### src/imd_pkg.sv
package imd_pkg;

  localparam int AXIS_W   = 16;
  localparam int MAG_W    = 16;
  localparam int SQ_W     = 32;
  localparam int MAG_MAX  = 56755;
  localparam int CNT_W    = 4;
  localparam int IDX_W    = 3;

  localparam logic [CNT_W-1:0] SQUARE_LAST = 4'd5;
  localparam logic [CNT_W-1:0] STEP_LAST   = 4'd15;

  localparam logic [15:0] MARGIN_RESET = 16'd20;

  typedef enum logic [IDX_W-1:0] {
    REG_ACC_BASELINE  = 3'd0,
    REG_GYRO_BASELINE = 3'd1,
    REG_ACC_MARGIN    = 3'd2,
    REG_GYRO_MARGIN   = 3'd3
  } reg_idx_t;

  typedef struct packed {
    logic signed [AXIS_W-1:0] accel_x;
    logic signed [AXIS_W-1:0] accel_y;
    logic signed [AXIS_W-1:0] accel_z;
    logic signed [AXIS_W-1:0] rate_x;
    logic signed [AXIS_W-1:0] rate_y;
    logic signed [AXIS_W-1:0] rate_z;
  } in_t;

  typedef struct packed {
    logic             moving;
    logic [MAG_W-1:0] accel_mean;
    logic [MAG_W-1:0] rate_mean;
  } out_t;

  typedef enum logic [2:0] {
    S_IDLE,
    S_SQUARE,
    S_ROOT,
    S_UPDATE,
    S_DIVIDE,
    S_FINISH
  } state_t;

  typedef struct packed {
    logic       capture;
    logic       square;
    logic [2:0] axis;
    logic       root;
    logic       update;
    logic       divide;
    logic       finish;
  } cmd_t;

endpackage

### src/imu_motion_detector.sv
// Each request runs through these steps in order: an idle step that takes it,
// 6 squarings on the shared squaring multiplier, 16 bit-serial square root steps,
// one window update, one reciprocal-multiply divide and a final load of the result.
// A new request is taken only after the previous result has been loaded.
// The next request is taken while a finished result waits on a stalled output.
// Reset (rst, synchronous): windows read as zero, sums and position cleared,
// baselines 0, margins 20; the window memory needs no clearing pass.
module imu_motion_detector #(
  parameter int WINDOW = 25
) (
  input  logic                      clk,
  input  logic                      rst,
  input  logic                      in_valid,
  output logic                      in_stall,
  input  imd_pkg::in_t              in_data,
  output logic                      out_valid,
  input  logic                      out_stall,
  output imd_pkg::out_t             out_data,
  input  logic                      wr_en,
  input  logic [imd_pkg::IDX_W-1:0] wr_index,
  input  logic [15:0]               wr_data
);
  import imd_pkg::*;

  cmd_t cmd;

  imd_ctrl u_ctrl (
    .clk       (clk),
    .rst       (rst),
    .in_valid  (in_valid),
    .in_stall  (in_stall),
    .out_valid (out_valid),
    .out_stall (out_stall),
    .cmd       (cmd)
  );

  imd_datapath #(
    .WINDOW (WINDOW)
  ) u_datapath (
    .clk      (clk),
    .rst      (rst),
    .cmd      (cmd),
    .in_data  (in_data),
    .wr_en    (wr_en),
    .wr_index (wr_index),
    .wr_data  (wr_data),
    .out_data (out_data)
  );

endmodule

### src/imd_ctrl.sv
module imd_ctrl (
  input  logic          clk,
  input  logic          rst,
  input  logic          in_valid,
  output logic          in_stall,
  output logic          out_valid,
  input  logic          out_stall,
  output imd_pkg::cmd_t cmd
);
  import imd_pkg::*;

  state_t           state, state_next;
  logic [CNT_W-1:0] cnt, cnt_next;
  logic             out_valid_next;

  always_ff @(posedge clk) begin
    if (rst) begin
      state     <= S_IDLE;
      cnt       <= '0;
      out_valid <= 1'b0;
    end else begin
      state     <= state_next;
      cnt       <= cnt_next;
      out_valid <= out_valid_next;
    end
  end

  always_comb begin
    state_next     = state;
    cnt_next       = cnt;
    cmd            = '0;
    out_valid_next = out_valid & out_stall;
    case (state)
      S_IDLE: begin
        if (in_valid) begin
          cmd.capture = 1'b1;
          cnt_next    = '0;
          state_next  = S_SQUARE;
        end
      end
      S_SQUARE: begin
        cmd.square = 1'b1;
        cmd.axis   = cnt[2:0];
        if (cnt == SQUARE_LAST) begin
          cnt_next   = '0;
          state_next = S_ROOT;
        end else begin
          cnt_next = cnt + 1'b1;
        end
      end
      S_ROOT: begin
        cmd.root = 1'b1;
        if (cnt == STEP_LAST) begin
          cnt_next   = '0;
          state_next = S_UPDATE;
        end else begin
          cnt_next = cnt + 1'b1;
        end
      end
      S_UPDATE: begin
        cmd.update = 1'b1;
        state_next = S_DIVIDE;
      end
      S_DIVIDE: begin
        cmd.divide = 1'b1;
        state_next = S_FINISH;
      end
      S_FINISH: begin
        // hold the result until the output register frees up
        if (!out_valid || !out_stall) begin
          cmd.finish     = 1'b1;
          out_valid_next = 1'b1;
          state_next     = S_IDLE;
        end
      end
      default: begin
        state_next = S_IDLE;
      end
    endcase
  end

  assign in_stall = (state != S_IDLE);

endmodule

### src/imd_datapath.sv
module imd_datapath #(
  parameter int WINDOW = 25
) (
  input  logic                        clk,
  input  logic                        rst,
  input  imd_pkg::cmd_t               cmd,
  input  imd_pkg::in_t                in_data,
  input  logic                        wr_en,
  input  logic [imd_pkg::IDX_W-1:0]   wr_index,
  input  logic [15:0]                 wr_data,
  output imd_pkg::out_t               out_data
);
  import imd_pkg::*;

  localparam int SUM_W = $clog2(WINDOW * MAG_MAX + 1);
  localparam int POS_W = (WINDOW > 1) ? $clog2(WINDOW) : 1;
  localparam logic [POS_W-1:0] POS_LAST = POS_W'(WINDOW - 1);

  localparam int RECIP_W   = SUM_W + 1;
  localparam int PROD_W    = SUM_W + RECIP_W;
  localparam int DIV_SHIFT = SUM_W + $clog2(WINDOW);
  localparam logic [RECIP_W-1:0] RECIP =
    RECIP_W'(((longint'(1) << DIV_SHIFT) + longint'(WINDOW) - 1) / longint'(WINDOW));

  function automatic logic [MAG_W+16:0] sqrt_step(
    input logic [MAG_W:0]   rem,
    input logic [MAG_W-1:0] root,
    input logic [1:0]       pair
  );
    logic [MAG_W+2:0] cur;
    logic [MAG_W+2:0] trial;
    cur   = {rem, pair};
    trial = {1'b0, root, 2'b01};
    if (cur >= trial) begin
      sqrt_step = {(MAG_W+1)'(cur - trial), root[MAG_W-2:0], 1'b1};
    end else begin
      sqrt_step = {cur[MAG_W:0], root[MAG_W-2:0], 1'b0};
    end
  endfunction

  in_t                     in_reg;
  logic signed [AXIS_W-1:0] axis_val;
  logic [AXIS_W-1:0]       axis_mag;
  logic [SQ_W-1:0]         product;
  logic [SQ_W-1:0]         acc_sq, rate_sq;
  logic [MAG_W:0]          a_rem, r_rem;
  logic [MAG_W-1:0]        a_root, r_root;
  logic [MAG_W+16:0]       a_step, r_step;

  logic [2*MAG_W-1:0]      mem [WINDOW];
  logic [2*MAG_W-1:0]      rd_data;
  logic [WINDOW-1:0]       win_valid;
  logic [POS_W-1:0]        pos;
  logic [MAG_W-1:0]        a_old, r_old;
  logic [SUM_W-1:0]        a_sum, r_sum, a_sum_next, r_sum_next;
  logic [PROD_W-1:0]       a_prod, r_prod;
  logic [MAG_W-1:0]        a_q, r_q;

  logic [15:0]             acc_baseline, gyro_baseline, acc_margin, gyro_margin;
  logic [16:0]             acc_limit, gyro_limit;

  always_comb begin
    case (cmd.axis)
      3'd0:    axis_val = in_reg.accel_x;
      3'd1:    axis_val = in_reg.accel_y;
      3'd2:    axis_val = in_reg.accel_z;
      3'd3:    axis_val = in_reg.rate_x;
      3'd4:    axis_val = in_reg.rate_y;
      default: axis_val = in_reg.rate_z;
    endcase
  end

  // full-scale negative maps to 0x8000, which is correct as unsigned
  assign axis_mag = axis_val[AXIS_W-1] ? AXIS_W'(-axis_val) : axis_val;
  assign product  = SQ_W'(axis_mag) * SQ_W'(axis_mag);

  assign a_step = sqrt_step(a_rem, a_root, acc_sq[SQ_W-1 -: 2]);
  assign r_step = sqrt_step(r_rem, r_root, rate_sq[SQ_W-1 -: 2]);

  always_ff @(posedge clk) begin
    if (cmd.capture) begin
      in_reg  <= in_data;
      acc_sq  <= '0;
      rate_sq <= '0;
      a_rem   <= '0;
      r_rem   <= '0;
      a_root  <= '0;
      r_root  <= '0;
    end else if (cmd.square) begin
      if (cmd.axis < 3'd3) begin
        acc_sq <= acc_sq + product;
      end else begin
        rate_sq <= rate_sq + product;
      end
    end else if (cmd.root) begin
      // consume the radicand two bits at a time from the top
      acc_sq  <= {acc_sq[SQ_W-3:0], 2'b00};
      rate_sq <= {rate_sq[SQ_W-3:0], 2'b00};
      a_rem   <= a_step[MAG_W+16 -: MAG_W+1];
      a_root  <= a_step[MAG_W-1:0];
      r_rem   <= r_step[MAG_W+16 -: MAG_W+1];
      r_root  <= r_step[MAG_W-1:0];
    end
  end

  // window store: one write and one registered read per cycle
  always_ff @(posedge clk) begin
    if (cmd.update) begin
      mem[pos] <= {a_root, r_root};
    end
    rd_data <= mem[pos];
  end

  assign a_old      = win_valid[pos] ? rd_data[2*MAG_W-1:MAG_W] : '0;
  assign r_old      = win_valid[pos] ? rd_data[MAG_W-1:0] : '0;
  assign a_sum_next = a_sum - SUM_W'(a_old) + SUM_W'(a_root);
  assign r_sum_next = r_sum - SUM_W'(r_old) + SUM_W'(r_root);

  always_ff @(posedge clk) begin
    if (rst) begin
      win_valid <= '0;
      pos       <= '0;
      a_sum     <= '0;
      r_sum     <= '0;
    end else if (cmd.update) begin
      win_valid[pos] <= 1'b1;
      pos            <= (pos == POS_LAST) ? '0 : pos + 1'b1;
      a_sum          <= a_sum_next;
      r_sum          <= r_sum_next;
    end
  end

  // divide by the window length: multiply by the rounded-up reciprocal, drop the fraction
  assign a_prod = PROD_W'(a_sum) * PROD_W'(RECIP);
  assign r_prod = PROD_W'(r_sum) * PROD_W'(RECIP);

  always_ff @(posedge clk) begin
    if (cmd.divide) begin
      a_q <= a_prod[DIV_SHIFT +: MAG_W];
      r_q <= r_prod[DIV_SHIFT +: MAG_W];
    end
  end

  always_ff @(posedge clk) begin
    if (rst) begin
      acc_baseline  <= '0;
      gyro_baseline <= '0;
      acc_margin    <= MARGIN_RESET;
      gyro_margin   <= MARGIN_RESET;
    end else if (wr_en) begin
      case (wr_index)
        REG_ACC_BASELINE:  acc_baseline  <= wr_data;
        REG_GYRO_BASELINE: gyro_baseline <= wr_data;
        REG_ACC_MARGIN:    acc_margin    <= wr_data;
        REG_GYRO_MARGIN:   gyro_margin   <= wr_data;
        default: ;
      endcase
    end
  end

  assign acc_limit  = {1'b0, acc_baseline} + {1'b0, acc_margin};
  assign gyro_limit = {1'b0, gyro_baseline} + {1'b0, gyro_margin};

  always_ff @(posedge clk) begin
    if (cmd.finish) begin
      out_data.moving     <= ({1'b0, a_q} > acc_limit) && ({1'b0, r_q} > gyro_limit);
      out_data.accel_mean <= a_q;
      out_data.rate_mean  <= r_q;
    end
  end

endmodule

### config.mk
export PLATFORM = sky130hd
export DESIGN_NAME = imu_motion_detector
export DESIGN_NICKNAME = d
export VERILOG_FILES = /design/src/imd_pkg.sv /design/src/imu_motion_detector.sv /design/src/imd_ctrl.sv /design/src/imd_datapath.sv
export SDC_FILE = /design/constraint.sdc
export NUM_CORES = 2
export LEC_CHECK = 0
export BUFFER_PORTS_ARGS = -buffer_cell sky130_fd_sc_hd__buf_2
export CAP_MARGIN = 40
export CORE_MARGIN = 2
export CORE_UTILIZATION = 58
export DETAILED_ROUTE_END_ITERATION = 10
export GPL_ROUTABILITY_DRIVEN = 0
export PLACE_DENSITY_LB_ADDON = 0.12
export SYNTH_ARGS = -nofsm -noshare
export SYNTH_HDL_FRONTEND = slang
export SYNTH_SLANG_ARGS = --single-unit
### constraint.sdc
create_clock -name clk -period 11 [get_ports clk]
set_clock_uncertainty 0.2 [all_clocks]
set_input_delay 2.2 -clock clk [delete_from_list [all_inputs] [get_ports clk]]
set_output_delay 2.2 -clock clk [all_outputs]
set_load 0.02 [all_outputs]
==> reports/results.tsv <==
metric	value	unit
dominant cells by area after synthesis	edfxtp_1 (37%), fa_1 (13%), ha_1 (12%)	
Total Wirelength	191000	um
EDFF count, synth	961	
Synth Area in Simple Gates	0.0693	
placed cell areas	0.0813	mm2
crit share post-route	0.960	
clk buf depth	3	
status	completed	
core region area	0.133	mm2
post-synthesis cell type with the largest combined area	edfxtp_1	
area growth from synthesis to layout	11.9	%
DR pass1 iterations	8	
Placement Setup Slack	-0.0814	ns
DPL Wire Length	135000	um
Crit path buffers/inverters	8	
fin util	0.652	
Compound-Gate Fraction of Synth Area	0.0839	
Synth Register Bits	1267	
critical-path cell with the highest stage delay	fa_1	
DR vias	50000	
sequential fraction of the synthesis area	0.452	
largest net degree at the start of global routing	138	
Max Slew Vio Count	0	
HP Class	flip-flop to flip-flop	
Synth Instances	6361	
fin worst setup slack	0.437	ns
Worst slew margin	0.322	
CTS sink count	1267	
die height	369	um
family with the most delay on the worst path	adder cells	
grt total ovfl	0	
die extent in x	369	um
post-route cell area	0.0867	mm2
largest family of logic cells by synthesized area	adder cells	
CTS tree	yes	
Max Cap Violations	0	
Root Buffer Master	clkbuf_16	
synth unique cells	85	
Buffers on Ports	154	
Synth Area per Inst	12.2	um2
clock transition at the registers of the reported paths	0.06	ns
Final Hold Violating Endpoints	0	
Initial Util	0.583	
synthesized area	0.0774	mm2
Post-Synth Adder-Cell Area	0.247	
Worst Path Arrival	11.03	ns
CTS buffer count	135	
xor and xnor area share after synthesis	0.0250	
Crit Path Max Fanout	4	
1st-iter DRT viols	4545	
Largest register FFs	800	
CP peak stage delay	0.57	ns
area of the die	0.136	mm2
mux contribution to synthesized area	0.0684	
Worst Path Required	11.47	ns
NumNets Final	7975	
layout cells sized above 1	0.134	
vias in the first global route	50000	
Crit Path Class	flip-flop to flip-flop	
H-tree Lvls	4	
num rows	134	
Max Fclk	94.7	MHz
Via-to-Cell Ratio	5.88	
initial antenna violation count	8	
# DRC	0	
Worst Tran Pin Value	1.02	ns
min Tclk post-route	10.56	ns
Worst-Skew Late Latency	0.81	ns
Syn. warnings	0	
routed length per instance	22.5	um
Synth top area share	0.373	
commonest register cell after synthesis	edfxtp_1	
Detail Route Antenna Nets	0	
global-route wire length before repair	294000	um
final setup vio count	0	
startpoint types	flip-flop	
CP Capture Type	flip-flop	
# IOs	155	
asr flop ratio synth	0	
GRT Total Usage	0.282	
Ant. Diodes	0	
==> cell type report <==
type / instances / area [um2]
repair buffers: 322 / 2310
clock buffers: 180 / 3770
inverters: 931 / 3500
well taps: 1768 / 2210
flip-flops and latches: 1267 / 35000
fillers: 9834 / 46300
clock inverters: 70 / 953
multi-input cells: 3974 / 38900
==> per-layer routing <==
layer	up-vias	part of all wire	track usage
li1	22800	-	-
met1	24900	0.43	0.397
met2	1931	0.47	0.452
met3	340	0.078	0.0511
met4	6	0.027	0.0803
met5	-	0.00021	0
==> cell usage after synthesis, types with 8 or more instances <==
cell type / instances
clkbuf_1: 150
o21ai_0: 158
o2bb2ai_1: 14
nand3_1: 66
ha_1: 720
o211ai_1: 12
nor2b_1: 67
mux2_2: 21
and3_1: 16
a2111oi_0: 12
nand4_1: 26
mux4_2: 205
a21o_1: 81
a21boi_0: 9
o21a_1: 33
xor2_1: 63
a31oi_1: 24
buf_1: 38
or2_2: 14
o2111ai_1: 9
a211oi_1: 28
mux2i_1: 44
a22oi_1: 35
o31ai_1: 9
buf_2: 8
o21bai_1: 33
nor3_1: 48
a222oi_1: 27
dfxtp_1: 306
inv_1: 923
edfxtp_1: 961
and2_1: 15
nand2b_1: 27
nor2_1: 319
nand2_1: 558
a21oi_1: 451
xnor2_1: 156
fa_1: 504
or3_1: 17
a221oi_1: 20
==> kinds of logic after synthesis <==
logic type,Yosys count
simple gates,1212
other cells,2
xor+xnor,220
compound gates,1037
fa+ha+maj,1224
flops,1267
mux,270
buf+inv,1129
==> layout by cell type (no fill, tap or decap), drive strengths merged, types with 63 or more instances in the layout <==
cell type	synthesis	layout
a21o	81	81
a21oi	451	451
buf	48	322
clkbuf	150	180
dfxtp	306	306
edfxtp	961	961
fa	504	504
ha	720	720
inv	927	929
mux4	205	205
nand2	558	558
nand3	66	66
nor2	319	319
nor2b	67	67
o21ai	159	159
xnor2	157	157
xor2	63	63
==> per-stage QoR <==
step,std cells,setup TNS (ns),hold WS (ns)
after floorplan,6370,0,0.226
after global placement,8213,0,0.238
after detailed placement,8235,-0.140,0.243
after CTS,8485,0,0.257
after global routing,8512,-0.388,0.273
final,8512,0,0.254
==> timing repair <==
action	in CTS	in global routing
endpoints found under the setup margin	2	16
endpoints found under the hold margin	0	0
resized for setup	6	78
buffers inserted	0	26
pin swaps	0	27
hold buffers	0	0
==> worst reg2reg max path: cells and delay by family (launching register included) <==
family	cells	cell delay, ns
flip-flops	1	0.37
AO/OA/AOI/OAI	15	2.38
AND/OR/NAND/NOR	13	2.61
adder cells (fa/ha/maj)	9	3.87
XOR/XNOR	3	0.47
buffers and inverters	8	0.57
==> worst paths after layout <==
path	start	endpoint	slack, ns	depth (start not counted)
setup / recovery	u_ctrl.state[0]	u_datapath.rate_sq[31]	0.44	48
hold / removal	u_datapath.r_q[0]	u_datapath.out_data[0]	0.25	0
setup reg to reg	u_ctrl.state[0]	u_datapath.rate_sq[31]	0.44	48
hold reg to reg	u_datapath.r_q[0]	u_datapath.out_data[0]	0.25	0
Power is not shown: default switching activity piles up to over one toggle a cycle in this logic, so the estimate is an artifact.
